===== src/dds_pkg.sv =====
// Shared types, codes and constants of the dial sequencer.
package dds_pkg;

  // Store geometry
  localparam int unsigned MAX_DIGITS = 32;
  localparam int unsigned DIG_AW     = $clog2(MAX_DIGITS);
  localparam int unsigned CNT_W      = $clog2(MAX_DIGITS + 2);

  // Field widths
  localparam int unsigned CMD_W   = 3;
  localparam int unsigned CHAR_W  = 8;
  localparam int unsigned TIME_W  = 32;
  localparam int unsigned ACT_W   = 3;
  localparam int unsigned DUR_W   = 16;
  localparam int unsigned CFG_IDX_W = 2;

  // Register reset values in milliseconds
  localparam logic [DUR_W-1:0] TONE_MS_RST    = 16'd100;
  localparam logic [DUR_W-1:0] SILENCE_MS_RST = 16'd100;
  localparam logic [DUR_W-1:0] GROUP_MS_RST   = 16'd250;
  localparam logic [DUR_W-1:0] SEQ_MS_RST     = 16'd1000;

  // Fixed pause between digits of one group
  localparam logic [TIME_W-1:0] SHORT_GAP_MS = 32'd50;

  // Characters with a meaning of their own
  localparam logic [CHAR_W-1:0] CHAR_ONE   = 8'h31;
  localparam logic [CHAR_W-1:0] CHAR_DASH  = 8'h2d;
  localparam logic [CHAR_W-1:0] CHAR_SPACE = 8'h20;
  localparam logic [CHAR_W-1:0] CHAR_ZERO  = 8'h30;

  typedef enum logic [CMD_W-1:0] {
    CMD_CLEAR  = 3'd0,
    CMD_APPEND = 3'd1,
    CMD_START  = 3'd2,
    CMD_STEP   = 3'd3,
    CMD_REWIND = 3'd4
  } cmd_e;

  typedef enum logic [ACT_W-1:0] {
    ACT_LEAVE_OFF = 3'd0,
    ACT_LEAVE_ON  = 3'd1,
    ACT_TURN_ON   = 3'd2,
    ACT_TURN_OFF  = 3'd3,
    ACT_CYCLE_END = 3'd4
  } act_e;

  typedef enum logic [CFG_IDX_W-1:0] {
    CFG_TONE    = 2'd0,
    CFG_SILENCE = 2'd1,
    CFG_GROUP   = 2'd2,
    CFG_SEQ     = 2'd3
  } cfg_idx_e;

  typedef struct packed {
    logic [DUR_W-1:0] tone_ms;
    logic [DUR_W-1:0] silence_ms;
    logic [DUR_W-1:0] group_gap_ms;
    logic [DUR_W-1:0] sequence_gap_ms;
  } cfg_t;

  typedef struct packed {
    logic [CMD_W-1:0]  cmd;
    logic [CHAR_W-1:0] dial_char;
    logic [TIME_W-1:0] now_ms;
  } item_t;

  typedef struct packed {
    act_e              action;
    logic [CHAR_W-1:0] current_digit;
    logic              tone_on;
    logic              running;
    logic              store_full;
  } result_t;

  typedef struct packed {
    logic              en;
    logic [DIG_AW-1:0] addr;
    logic [CHAR_W-1:0] data;
  } store_wr_t;

endpackage


===== src/dds_if.sv =====
// Valid/ready channel interfaces for command beats and result beats.
interface dds_in_if;
  logic                        valid;
  logic                        ready;
  logic [dds_pkg::CMD_W-1:0]   cmd;
  logic [dds_pkg::CHAR_W-1:0]  dial_char;
  logic [dds_pkg::TIME_W-1:0]  now_ms;

  modport source (output valid, output cmd, output dial_char, output now_ms, input ready);
  modport sink   (input valid, input cmd, input dial_char, input now_ms, output ready);
endinterface

interface dds_out_if;
  logic                        valid;
  logic                        ready;
  logic [dds_pkg::ACT_W-1:0]   action;
  logic [dds_pkg::CHAR_W-1:0]  current_digit;
  logic                        tone_on;
  logic                        running;
  logic                        store_full;

  modport source (output valid, output action, output current_digit, output tone_on,
                  output running, output store_full, input ready);
  modport sink   (input valid, input action, input current_digit, input tone_on,
                  input running, input store_full, output ready);
endinterface


===== src/dds_store.sv =====
// Digit store: register file with one write port and one read port.
module dds_store (
  input  logic                          clk_i,
  input  dds_pkg::store_wr_t            wr_i,
  input  logic [dds_pkg::DIG_AW-1:0]    rd_addr_i,
  output logic [dds_pkg::CHAR_W-1:0]    rd_data_o
);

  logic [dds_pkg::CHAR_W-1:0] mem_q [dds_pkg::MAX_DIGITS];

  // Write the appended character; contents are undefined until written
  always_ff @(posedge clk_i) begin
    if (wr_i.en) begin
      mem_q[wr_i.addr] <= wr_i.data;
    end
  end

  // Look up the entry after the play index
  assign rd_data_o = mem_q[rd_addr_i];

endmodule


===== src/dds_ctrl.sv =====
// Sequencer state and the per-command update that yields one result.
module dds_ctrl (
  input  logic                          clk_i,
  input  logic                          rst_ni,
  input  logic                          apply_i,
  input  dds_pkg::item_t                item_i,
  input  dds_pkg::cfg_t                 cfg_i,
  input  logic [dds_pkg::CHAR_W-1:0]    rd_data_i,
  output logic [dds_pkg::DIG_AW-1:0]    rd_addr_o,
  output dds_pkg::store_wr_t            store_wr_o,
  output dds_pkg::result_t              res_o
);

  localparam int unsigned CW = dds_pkg::CNT_W;
  localparam int unsigned TW = dds_pkg::TIME_W;
  localparam int unsigned HW = dds_pkg::CHAR_W;

  localparam logic [CW-1:0] MaxDigits   = CW'(dds_pkg::MAX_DIGITS);
  localparam logic [CW-1:0] IndexLimit  = CW'(dds_pkg::MAX_DIGITS + 1);

  // Phase codes
  localparam logic [2:0] PH_IDLE    = 3'd0;
  localparam logic [2:0] PH_TONE    = 3'd1;
  localparam logic [2:0] PH_SILENCE = 3'd2;
  localparam logic [2:0] PH_GAP     = 3'd3;
  localparam logic [2:0] PH_DONE    = 3'd4;

  logic [CW-1:0] count_q, count_d;
  logic [CW-1:0] index_q, index_d;
  logic [2:0]    phase_q, phase_d;
  logic [TW-1:0] event_q, event_d;
  logic          tone_q, tone_d;
  logic          active_q, active_d;
  logic [HW-1:0] cur_q, cur_d;      // store entry at the play index
  logic [HW-1:0] first_q, first_d;  // store entry zero

  logic [CW-1:0] index_p1;
  logic          rd_in_range;
  logic [HW-1:0] ahead_char;
  logic          group_break;
  dds_pkg::act_e action;
  logic          full;

  // Address the entry after the play index
  assign index_p1    = index_q + CW'(1);
  assign rd_in_range = (index_p1 < MaxDigits);
  assign rd_addr_o   = index_p1[dds_pkg::DIG_AW-1:0];
  assign ahead_char  = rd_in_range ? rd_data_i : '0;
  assign group_break = (cur_q == dds_pkg::CHAR_ONE) || (ahead_char == dds_pkg::CHAR_DASH) ||
                       (ahead_char == dds_pkg::CHAR_SPACE);

  // Decode the command and advance the sequence
  always_comb begin
    count_d    = count_q;
    index_d    = index_q;
    phase_d    = phase_q;
    event_d    = event_q;
    tone_d     = tone_q;
    active_d   = active_q;
    cur_d      = cur_q;
    first_d    = first_q;
    action     = dds_pkg::ACT_LEAVE_OFF;
    full       = 1'b0;
    store_wr_o = '0;

    case (item_i.cmd)
      dds_pkg::CMD_CLEAR: begin
        count_d = '0;
      end
      dds_pkg::CMD_APPEND: begin
        if (count_q < MaxDigits) begin
          store_wr_o.en   = 1'b1;
          store_wr_o.addr = count_q[dds_pkg::DIG_AW-1:0];
          store_wr_o.data = item_i.dial_char;
          count_d         = count_q + CW'(1);
          if (count_q == index_q) begin
            cur_d = item_i.dial_char;
          end
          if (count_q == '0) begin
            first_d = item_i.dial_char;
          end
        end else begin
          full = 1'b1;
        end
      end
      dds_pkg::CMD_START: begin
        index_d  = '0;
        phase_d  = PH_IDLE;
        event_d  = '0;
        tone_d   = 1'b0;
        active_d = 1'b1;
        cur_d    = first_q;
      end
      dds_pkg::CMD_REWIND: begin
        index_d = '0;
        phase_d = PH_IDLE;
        tone_d  = 1'b0;
        cur_d   = first_q;
      end
      dds_pkg::CMD_STEP: begin
        if (!active_q) begin
          action = dds_pkg::ACT_LEAVE_OFF;
        end else if (item_i.now_ms < event_q) begin
          action = tone_q ? dds_pkg::ACT_LEAVE_ON : dds_pkg::ACT_LEAVE_OFF;
        end else begin
          case (phase_q)
            PH_IDLE: begin
              if (index_q < count_q) begin
                phase_d = PH_TONE;
                tone_d  = 1'b1;
                event_d = item_i.now_ms + TW'(cfg_i.tone_ms);
                action  = dds_pkg::ACT_TURN_ON;
              end else begin
                phase_d = PH_DONE;
                tone_d  = 1'b0;
                event_d = item_i.now_ms + TW'(cfg_i.sequence_gap_ms);
                action  = dds_pkg::ACT_CYCLE_END;
              end
            end
            PH_TONE: begin
              tone_d  = 1'b0;
              phase_d = PH_SILENCE;
              event_d = item_i.now_ms + TW'(cfg_i.silence_ms);
              action  = dds_pkg::ACT_TURN_OFF;
            end
            PH_SILENCE: begin
              if (index_q < IndexLimit) begin
                index_d = index_p1;
                cur_d   = ahead_char;
              end
              if ((index_q < IndexLimit) && (index_p1 < count_q)) begin
                if (group_break) begin
                  phase_d = PH_GAP;
                  event_d = item_i.now_ms + TW'(cfg_i.group_gap_ms);
                end else begin
                  phase_d = PH_IDLE;
                  event_d = item_i.now_ms + dds_pkg::SHORT_GAP_MS;
                end
                action = dds_pkg::ACT_LEAVE_OFF;
              end else begin
                phase_d = PH_DONE;
                event_d = item_i.now_ms + TW'(cfg_i.sequence_gap_ms);
                action  = dds_pkg::ACT_CYCLE_END;
              end
            end
            PH_GAP: begin
              phase_d = PH_IDLE;
              event_d = item_i.now_ms + dds_pkg::SHORT_GAP_MS;
              action  = dds_pkg::ACT_LEAVE_OFF;
            end
            PH_DONE: begin
              active_d = 1'b0;
              tone_d   = 1'b0;
              action   = dds_pkg::ACT_CYCLE_END;
            end
            default: begin
              action = dds_pkg::ACT_LEAVE_OFF;
            end
          endcase
        end
      end
      default: begin
        action = dds_pkg::ACT_LEAVE_OFF;
      end
    endcase

    // Suppress the write when no beat is being applied
    if (!apply_i) begin
      store_wr_o.en = 1'b0;
    end
  end

  // Form the result from the state after the command
  assign res_o.action        = action;
  assign res_o.current_digit = (index_d < count_d) ? cur_d : dds_pkg::CHAR_ZERO;
  assign res_o.tone_on       = tone_d;
  assign res_o.running       = active_d;
  assign res_o.store_full    = full;

  // Commit the state on each applied beat
  always_ff @(posedge clk_i or negedge rst_ni) begin
    if (!rst_ni) begin
      count_q  <= '0;
      index_q  <= '0;
      phase_q  <= PH_IDLE;
      event_q  <= '0;
      tone_q   <= 1'b0;
      active_q <= 1'b0;
    end else if (apply_i) begin
      count_q  <= count_d;
      index_q  <= index_d;
      phase_q  <= phase_d;
      event_q  <= event_d;
      tone_q   <= tone_d;
      active_q <= active_d;
    end
  end

  // Hold the cached store entries
  always_ff @(posedge clk_i) begin
    if (apply_i) begin
      cur_q   <= cur_d;
      first_q <= first_d;
    end
  end

endmodule


===== src/dtmf_dial_sequencer_unit.sv =====
// Top level of the dial sequencer: channel registers, settings and assertions.
//
// Usage: command beats (cmd, dial_char, now_ms) enter on in_i; every command
// beat yields exactly one result beat (action, current_digit, tone_on,
// running, store_full) on out_o, in order. Settings are written through
// cfg_we_i / cfg_idx_i / cfg_wdata_i: index 0 tone, 1 silence, 2 group gap,
// 3 sequence gap, all in milliseconds, taken at the clock edge with the
// enable high.
// Path: an accepted beat waits in the input register until the result register
// is free or being taken, then its result is written into the result register
// and offered on out_o.
// Throughput: one beat per cycle while out_o takes each result; the whole command
// update is one pass of logic between the input register and the result register.
// Reset: sequencer idle and stopped, store empty, settings back to 100, 100,
// 250 and 1000 ms. No clearing pass runs; the store contents are read only
// below the fill count.
// Stall: while out_o is not taken the result register holds, the input
// register still takes one more beat, then in_i ready drops until the
// result moves on.
module dtmf_dial_sequencer_unit (
  input  logic                              clk_i,
  input  logic                              rst_ni,
  input  logic                              cfg_we_i,
  input  logic [dds_pkg::CFG_IDX_W-1:0]     cfg_idx_i,
  input  logic [dds_pkg::DUR_W-1:0]         cfg_wdata_i,
  dds_in_if.sink                            in_i,
  dds_out_if.source                         out_o
);

  dds_pkg::cfg_t    cfg_q;
  dds_pkg::item_t   in_q;
  logic             in_valid_q;
  dds_pkg::result_t out_q;
  logic             out_valid_q;
  dds_pkg::result_t res;
  logic             apply;

  dds_pkg::store_wr_t               store_wr;
  logic [dds_pkg::DIG_AW-1:0]       rd_addr;
  logic [dds_pkg::CHAR_W-1:0]       rd_data;

  // Process the held beat when the result register is free
  assign apply      = in_valid_q && (!out_valid_q || out_o.ready);
  assign in_i.ready = !in_valid_q || apply;

  // Write the settings registers
  always_ff @(posedge clk_i or negedge rst_ni) begin
    if (!rst_ni) begin
      cfg_q.tone_ms         <= dds_pkg::TONE_MS_RST;
      cfg_q.silence_ms      <= dds_pkg::SILENCE_MS_RST;
      cfg_q.group_gap_ms    <= dds_pkg::GROUP_MS_RST;
      cfg_q.sequence_gap_ms <= dds_pkg::SEQ_MS_RST;
    end else if (cfg_we_i) begin
      case (cfg_idx_i)
        dds_pkg::CFG_TONE:    cfg_q.tone_ms         <= cfg_wdata_i;
        dds_pkg::CFG_SILENCE: cfg_q.silence_ms      <= cfg_wdata_i;
        dds_pkg::CFG_GROUP:   cfg_q.group_gap_ms    <= cfg_wdata_i;
        dds_pkg::CFG_SEQ:     cfg_q.sequence_gap_ms <= cfg_wdata_i;
        default: begin
        end
      endcase
    end
  end

  // Track input and result register occupancy
  always_ff @(posedge clk_i or negedge rst_ni) begin
    if (!rst_ni) begin
      in_valid_q  <= 1'b0;
      out_valid_q <= 1'b0;
    end else begin
      if (in_i.ready) begin
        in_valid_q <= in_i.valid;
      end
      if (apply) begin
        out_valid_q <= 1'b1;
      end else if (out_o.ready) begin
        out_valid_q <= 1'b0;
      end
    end
  end

  // Capture the beat payload and the finished result
  always_ff @(posedge clk_i) begin
    if (in_i.ready && in_i.valid) begin
      in_q.cmd       <= in_i.cmd;
      in_q.dial_char <= in_i.dial_char;
      in_q.now_ms    <= in_i.now_ms;
    end
    if (apply) begin
      out_q <= res;
    end
  end

  dds_ctrl u_ctrl (
    .clk_i      (clk_i),
    .rst_ni     (rst_ni),
    .apply_i    (apply),
    .item_i     (in_q),
    .cfg_i      (cfg_q),
    .rd_data_i  (rd_data),
    .rd_addr_o  (rd_addr),
    .store_wr_o (store_wr),
    .res_o      (res)
  );

  dds_store u_store (
    .clk_i     (clk_i),
    .wr_i      (store_wr),
    .rd_addr_i (rd_addr),
    .rd_data_o (rd_data)
  );

  // Drive the result channel
  assign out_o.valid         = out_valid_q;
  assign out_o.action        = out_q.action;
  assign out_o.current_digit = out_q.current_digit;
  assign out_o.tone_on       = out_q.tone_on;
  assign out_o.running       = out_q.running;
  assign out_o.store_full    = out_q.store_full;

`ifndef SYNTHESIS
  // A held beat that cannot move on stays in the input register
  a_in_hold: assert property (@(posedge clk_i) disable iff (!rst_ni)
    in_valid_q && !apply |=> in_valid_q)
    else $error("input register lost a beat while blocked");

  // A dropped append never reports a tone action
  a_full_quiet: assert property (@(posedge clk_i) disable iff (!rst_ni)
    out_valid_q && out_q.store_full |-> out_q.action == dds_pkg::ACT_LEAVE_OFF)
    else $error("store full flagged with a tone action");

  // A tone only sounds while the sequencer runs
  a_tone_running: assert property (@(posedge clk_i) disable iff (!rst_ni)
    out_valid_q && out_q.tone_on |-> out_q.running)
    else $error("tone on while sequencer stopped");

  // Turning the tone on leaves the tone flag set
  a_turn_on: assert property (@(posedge clk_i) disable iff (!rst_ni)
    out_valid_q && out_q.action == dds_pkg::ACT_TURN_ON |-> out_q.tone_on)
    else $error("turn-on action without tone flag");
`endif

endmodule


===== src/flat_wrapper.sv =====
// flat-port wrapper written by rule: the top's interface ports become plain ports
module dtmf_dial_sequencer_unit_flat 
  (clk_i, rst_ni, cfg_we_i, cfg_idx_i, cfg_wdata_i, in_i_valid, in_i_cmd, in_i_dial_char, in_i_now_ms, in_i_ready, out_o_valid, out_o_action, out_o_current_digit, out_o_tone_on, out_o_running, out_o_store_full, out_o_ready);
  dds_in_if in_i_i ();
  dds_out_if out_o_i ();
  input  logic clk_i;
  input  logic rst_ni;
  input  logic cfg_we_i;
  input  logic [dds_pkg::CFG_IDX_W-1:0] cfg_idx_i;
  input  logic [dds_pkg::DUR_W-1:0] cfg_wdata_i;
  input wire logic [$bits(in_i_i.valid)-1:0] in_i_valid;
  input wire logic [$bits(in_i_i.cmd)-1:0] in_i_cmd;
  input wire logic [$bits(in_i_i.dial_char)-1:0] in_i_dial_char;
  input wire logic [$bits(in_i_i.now_ms)-1:0] in_i_now_ms;
  output wire logic [$bits(in_i_i.ready)-1:0] in_i_ready;
  output wire logic [$bits(out_o_i.valid)-1:0] out_o_valid;
  output wire logic [$bits(out_o_i.action)-1:0] out_o_action;
  output wire logic [$bits(out_o_i.current_digit)-1:0] out_o_current_digit;
  output wire logic [$bits(out_o_i.tone_on)-1:0] out_o_tone_on;
  output wire logic [$bits(out_o_i.running)-1:0] out_o_running;
  output wire logic [$bits(out_o_i.store_full)-1:0] out_o_store_full;
  input wire logic [$bits(out_o_i.ready)-1:0] out_o_ready;
  assign in_i_i.valid = in_i_valid;
  assign in_i_i.cmd = in_i_cmd;
  assign in_i_i.dial_char = in_i_dial_char;
  assign in_i_i.now_ms = in_i_now_ms;
  assign in_i_ready = in_i_i.ready;
  assign out_o_valid = out_o_i.valid;
  assign out_o_action = out_o_i.action;
  assign out_o_current_digit = out_o_i.current_digit;
  assign out_o_tone_on = out_o_i.tone_on;
  assign out_o_running = out_o_i.running;
  assign out_o_store_full = out_o_i.store_full;
  assign out_o_i.ready = out_o_ready;
  dtmf_dial_sequencer_unit u_core (.clk_i(clk_i), .rst_ni(rst_ni), .cfg_we_i(cfg_we_i), .cfg_idx_i(cfg_idx_i), .cfg_wdata_i(cfg_wdata_i), .in_i(in_i_i), .out_o(out_o_i));
endmodule

===== config.mk =====
export PLATFORM = sky130hd
export DESIGN_NAME = dtmf_dial_sequencer_unit_flat
export DESIGN_NICKNAME = d
export VERILOG_FILES = /design/src/dds_pkg.sv /design/src/dds_if.sv /design/src/dds_store.sv /design/src/dds_ctrl.sv /design/src/dtmf_dial_sequencer_unit.sv /design/src/flat_wrapper.sv
export SDC_FILE = /design/constraint.sdc
export NUM_CORES = 1
export LEC_CHECK = 0
export BUFFER_PORTS_ARGS = -buffer_cell sky130_fd_sc_hd__buf_2
export CAP_MARGIN = 10
export CORE_UTILIZATION = 40
export CTS_BUF_LIST = sky130_fd_sc_hd__clkbuf_2
export DETAILED_ROUTE_END_ITERATION = 8
export PLACE_DENSITY = 0.61
export SLEW_MARGIN = 20
export SYNTH_ARGS = -nofsm -noshare
export SYNTH_HDL_FRONTEND = slang
export SYNTH_SLANG_ARGS = --single-unit

===== constraint.sdc =====
create_clock -name clk_i -period 9.1 [get_ports clk_i]
set_clock_uncertainty 0.15 [all_clocks]
set_input_delay 0.91 -clock clk_i [delete_from_list [all_inputs] [get_ports clk_i]]
set_output_delay 0.91 -clock clk_i [all_outputs]
set_load 0.05 [all_outputs]

* After elaboration in Yosys (flattened, before gate mapping) *
Memory sizes are Yosys's and may differ from the RTL's.
Index checks and enable logic that the tools add are counted.

word-level totals
  register bits after elaboration = 188
  latch bits = 0
  RAM bits = 256
  ROM bits = 0
  output and inout port bits = 16
  logic and storage cells = 132
  memories kept = 1

operators by class
  add/subtract/negate cells = 7
  multiply operators = 0
  divide/modulo/power cells = 0
  $lt $le $gt $ge = 7
  equal/unequal tests = 18
  shift-type cells = 0
  multiplexer cells = 51
  bitwise operators = 0
  reduce and logical (&&, ||, !) cells = 26

memory list
  memory                words  bits a word  read ports  clocked after Yosys merged registers in  wr ports  RTL line        RTL
  u_core.u_store.mem_q  32     8            1           0                                        1         dds_store.sv:9  logic [dds_pkg::CHAR_W-1:0] mem_q [dds_pkg::MAX_DIGITS];

operators by type and width
  operator                                                               count
  32-bit 2-to-1 mux                                                      5
  32-bit by 16-bit adder with 32-bit output                              4
  32-bit case mux with 4 select lines                                    1
  32-bit case mux with 2 select lines                                    1
  8-bit 2-to-1 mux                                                       7
  32-bit by 6-bit adder with 32-bit output, second input constant        1
  32-bit < comparator                                                    1
  6-bit 2-to-1 mux                                                       5
  14-bit 2-to-1 mux                                                      2
  8-bit by 6-bit equality test with 1-bit output, second input constant  3
  3-bit case mux with 4 select lines                                     2
  6-bit case mux with 2 select lines                                     2
  8-bit case mux with 3 select lines                                     1
  3-bit 2-to-1 mux                                                       7
  6-bit < comparator                                                     3
  6-bit < comparator, second input constant                              3
  1-bit 2-to-1 mux                                                       13
  6-bit by 1-bit adder with 6-bit output, second input constant          2
  3-bit by 2-bit equality test with 1-bit output, second input constant  4
  2-bit AND reduction                                                    5
  5-bit AND reduction                                                    2
  3-bit by 1-bit equality test with 1-bit output, second input constant  2
  3-bit equality test, second input constant                             2
  6-bit equality test                                                    1
  16 further kinds                                                       30

* Longest topological paths before layout *
  depth in word-level cells = 12
  mapped depth = 22
  depth with buffers taken out = 20

* Hierarchy *
A second synthesis with hierarchy kept.

second synthesis, totals
  cell total of the unflattened synthesis = 2078
  area, all modules = 25220.4 µm²

modules (own cells, without submodules)
  module                    instances  cells an instance  area each (µm²)  sequential area each (µm²)
  dds_ctrl                  1          1468               11093.1          1706.6
  dds_store                 1          409                9893.2           7687.4
  dtmf_dial_sequencer_unit  1          201                4234.1           3385.7

* Worst setup path after synthesis *
No wires, ideal clock.

  kind = register to register
  start point = register u_core.u_ctrl.index_q[0]
  end point = register u_core.u_ctrl.event_q[18]
  library setup time = 0.127 ns
  arrival = 4.717 ns
  setup slack = 4.105 ns
  stages on the path, launching flop included = 21
  path through = dfrtp_1 -> buf_6 -> buf_6 -> buf_4 -> buf_2 -> inv_1 -> ha_1 -> buf_2 -> clkbuf_1 -> mux4_2 -> mux2i_1 -> nand3_1 -> o2111a_1 -> or4_4 -> o31ai_4 -> buf_4 -> mux2i_1 -> nor2_1 -> xor2_1 -> a211oi_1 -> o21ai_0

between the ends
  longest elaborated chain between the ends = 12
  elaborated cells between the ends (all ways) = 19
  those cells by class = add/sub (1); order compare (4); eq/ne (2); mux (8); reduce/logical (3); memory (1)

RTL lines
  what                                                          RTL line         RTL
  from (decl)                                                   dds_ctrl.sv:29   logic [CW-1:0] index_q, index_d;
  from (signal assigned)                                        dds_ctrl.sv:191  index_q <= index_d;
  6-bit by 1-bit adder with 6-bit output                        dds_ctrl.sv:45   assign index_p1 = index_q + CW'(1);
  memory read 32 x 8 bit or 6-bit < comparator (tied branches)  n/a
  8-bit 2-to-1 mux                                              dds_ctrl.sv:48   assign ahead_char = rd_in_range ? rd_data_i : '0;
  8-bit by 6-bit equality test with 1-bit output                dds_ctrl.sv:49   assign group_break = (cur_q == dds_pkg::CHAR_ONE) || (ahead_char == dds_pkg::CHAR_DASH) ||
  1-bit logical OR (2 in series)                                dds_ctrl.sv:49
  32-bit 2-to-1 mux                                             dds_ctrl.sv:132  if (group_break) begin
  32-bit 2-to-1 mux                                             dds_ctrl.sv:131  if ((index_q < IndexLimit) && (index_p1 < count_q)) begin
  32-bit case mux with 4 select lines *                         dds_ctrl.sv:106  case (phase_q)
  32-bit 2-to-1 mux *                                           dds_ctrl.sv:103  end else if (item_i.now_ms < event_q) begin
  32-bit 2-to-1 mux *                                           dds_ctrl.sv:101  if (!active_q) begin
  32-bit case mux with 2 select lines *                         dds_ctrl.sv:66   case (item_i.cmd)
  to (signal assigned)                                          dds_ctrl.sv:193  event_q <= event_d;
  to (decl)                                                     dds_ctrl.sv:31   logic [TW-1:0] event_q, event_d;

Every way passes the cells marked *; elsewhere a longest branch is shown, timed or not. The select of a mux whose other input is x is not followed.
A chain may end at the register's enable or synchronous reset.

* Worst setup path in the final report *
  start point = register u_core.u_ctrl.index_q[0]
  end point = register u_core.u_ctrl.event_q[19]

The elaborated chain is that of the path after synthesis.

==> key figures <==
Synthesis
  • Post-synth top cells: edfxtp_1 (329), nand2_1 (157), nor2_1 (144)
  • Seq cells post-synth: 444
  • Syn Inst Count: just over 2000
  • Top-count cell post-synth: edfxtp_1
  • Post-synthesis sequential area ratio: 52.6%
  • Synth area leaders: edfxtp_1 (41%), dfrtp_1 (10%), ha_1 (6.1%)
  • Area leader, netlist: edfxtp_1
  • Synth async-reset ratio: 25.9%
  • Mapped cell area: around 0.024 sq mm
  • Syn Area/Cell: 12.0 sq um
  • Post-synth top area share: 40.6%
  • Ys flop type: edfxtp_1
  • Syn Nets: 2215
  • Number of synthesized flops with an enable pin: roughly 330
  • Synth warn: 0
  • Cell variety after synth: 80

Min path
  • Worst min path class: input port to asynchronous set/reset pin

Floorplanning
  • Die Area: 0.0618 sq mm
  • Core Region: 0.0602 sq mm
  • I/O pin total: between 80 and 90
  • Die width: about 250 um
  • Row count: 90
  • Die height: 249 um
  • Initial Util: 40.4%

Global route
  • Top Usage Layer GRT: met2
  • First-pass GRT wire length: slightly above 100 mm
  • Initial antenna violation count: 7
  • GR Util met2: 35.1%
  • Grt met1 use: 28.0%
  • Pin count of the biggest net entering global routing: just under 70
  • Met3 usage: 4.18%
  • Congestion Overflow GR: 0
  • Vias in the first global route: 17699
  • Tot GR Track Use: 21.6%

STA
  • Unrepaired setup endpoints after global routing: false
  • Final min period: a little over 6 ns
  • Fin. Hold Viols: 0
  • Worst slew pin tran: 1.12 ns
  • Fmax: approximately 160 MHz
  • Max-slew violations: 0
  • Setup tns final: 0 ns
  • Final setup vio count: 0
  • Final Cycle Share: 67.1%
  • Relative slew slack: 25.2%

Finish
  • Area grow syn2layout: 12.9%
  • Nets@finish: 2413
  • Share of post-route cells with drive strength above 1: 21.4%
  • Post-Layout Cell Count: around 3100
  • Number of fill cells: 5486

Worst setup path
  • CP Launch Point: u_core.u_ctrl.index_q[0]$_DFFE_PN0P_
  • Worst path arrival time: roughly 7 ns
  • Setup crit end kind: register
  • Worst setup SP type: register
  • Worst r2r src: u_core.u_ctrl.index_q[0]$_DFFE_PN0P_
  • Largest fanout on the critical path: 39
  • Critical path required time: 10.01 ns
  • WS Path Type: register to register

CTS
  • Inserted Clock Buffers: about 120
  • Clock latency on the worst-skew pair: 1.23 ns
  • CTS tree: built
  • Clk buf depth: 3
  • Clock Pin Slew Worst Setup and Hold Paths: 0.12 ns
  • Post-CTS Setup Inserts: 0
  • Clock sink count: 444
  • Root buf cell: clkbuf_2
  • H-tree depth: 3

Place
  • Hpwl dp: 45.2 mm
  • IO buf count: 81
  • Placed instance count: 2828
  • GPL Wtd Cong: 0.912

Pwr
  • Lkg Pwr: 0.0101 uW
  • Peak VDD IR: 0.0933 mV
  • Sw Pwr: 1720 uW
  • Power Internal: 3390 uW
  • Sequential share of power: 47.4%
  • Combinational power share: 23.2%
  • Switch share: roughly a third
  • PwrDens: ~190 mW/mm^2
  • Clk network pwr share: roughly 29%

Detailed routing
  • Detailed Route WL: 67.1 mm
  • Drt wl/cell: 21.6 um
  • Vias/cell: 5.71
  • DRC marker count from the first detailed-route iteration: 1661
  • First-pass DRT Iterations: 5
  • Vias post-DR: 17758
  • Drt drc: 0
  • ANT nets after route: 0

Run
  • Max-cap violations: 0

Outcome
  • Status: finished clean
[cell families after synthesis]
group / after synthesis / synth area share (%)
AND/OR/NAND/NOR: 516 / 10.0
XOR/XNOR: 115 / 4.17
buffers and inverters: 165 / 2.77
adder cells (fa/ha/maj): 122 / 6.40
AO/OA/AOI/OAI: 484 / 12.9
flip-flops: 444 / 52.6
multiplexers: 181 / 11.1
[worst paths after layout]
| kind | endpoint | slack [ns] | depth (start not counted) |
|---|---|---|---|
| max | u_core.u_ctrl.event_q[19]$_DFFE_PN0P_ | 2.99 | 14 |
| min | u_core.cfg_q[59]$_DFFE_PN0P_ | 0.15 | 2 |
| max reg2reg | u_core.u_ctrl.event_q[19]$_DFFE_PN0P_ | 2.99 | 14 |
| min reg2reg | u_core.u_ctrl.event_q[6]$_DFFE_PN0P_ | 0.34 | 2 |
| max in group asynchronous | u_core.u_ctrl.event_q[1]$_DFFE_PN0P_ | 7.08 | 3 |
| min in group clk_i | u_core.cfg_q[59]$_DFFE_PN0P_ | 0.27 | 4 |
[worst max-delay path, cell delays in order (launching register included)]
cell and delay (ns):
dfrtp_4 0.92, inv_1 0.22, ha_2 0.96, buf_4 0.55, mux4_2 0.38, mux2i_1 0.16, nand3_1 0.11, o2111a_1 0.23
or4_4 0.53, o31ai_4 0.22, buf_4 0.41, mux2_4 0.35, a211oi_1 0.37, a21oi_1 0.12, a32o_1 0.26
[layout by cell type, fill, tap and decap left out, types with 68 or more instances in the layout]
master and instances:
o21ai_0 123, edfxtp_1 329, buf_2 80, ha_1 117
inv_1 68, a21oi_1 131, clkbuf_2 178, nand2_1 157
mux2_2 70, dfrtp_1 96, nor2_1 143
[routing by layer]
layer / vias to the layer above / part of all wire (%)
met5: - / 0.088
met4: 8 / 3.3
met3: 156 / 6.8
met2: 657 / 48
met1: 8748 / 42
li1: 8189 / -
[registers in the layout, summed over array words and instances (netlist names), 3 cells and up]
signal and flops:
u_core.cfg_q 64, u_core.in_q 43, u_core.out_o.action 3, u_core.out_o.current_digit 8, u_core.u_ctrl.count_q 6, u_core.u_ctrl.cur_q 8
u_core.u_ctrl.event_q 32, u_core.u_ctrl.first_q 8, u_core.u_ctrl.index_q 6, u_core.u_ctrl.phase_q 3, u_core.u_store.mem_q 256
[final cells by class]
| type | count | area [sq um] | share of cell area, % |
|---|---|---|---|
| clock buffers | 178 | 891 | 3.25 |
| multi-input cells | 1418 | 10900 | 39.9 |
| flip-flops and latches | 444 | 12800 | 46.6 |
| well taps | 782 | 978 | 3.57 |
| diodes | 1 | 2.50 | 0.00912 |
| clock inverters | 41 | 288 | 1.05 |
| inverters | 68 | 255 | 0.930 |
| repair buffers | 178 | 1300 | 4.73 |
[timing repair]
| action | in CTS | in global routing |
|---|---|---|
| gates resized for setup | 0 | 0 |
| endpoints found under the hold margin | 148 | 0 |
| hold buffers | 62 | 0 |
[through the flow]
stage	util (%)	instance area, sq um	setup WS, ns	total power (uW)	hold WS, ns
3_3_place_gp	42.5	25600	2.96	3600	0.314
2_1_floorplan	-	24300	4.11	3250	0.286
3_5_place_dp	42.5	25600	2.88	3620	0.316
4_1_cts	45.5	27400	2.85	5160	0.0321
5_1_grt	45.5	27400	2.53	5410	0.0925
6_report	45.5	27400	2.99	5120	0.150
[power by group through the flow]
stage                     combinational, uW  sequential (uW)  clock [uW]
after floorplan                         821             2430           0
after global placement                 1130             2470           0
after detailed placement               1150             2470           0
after CTS                              1180             2420        1560
after global routing                   1300             2440        1660
final                                  1190             2430        1500
(Power assumes the default switching activity.)
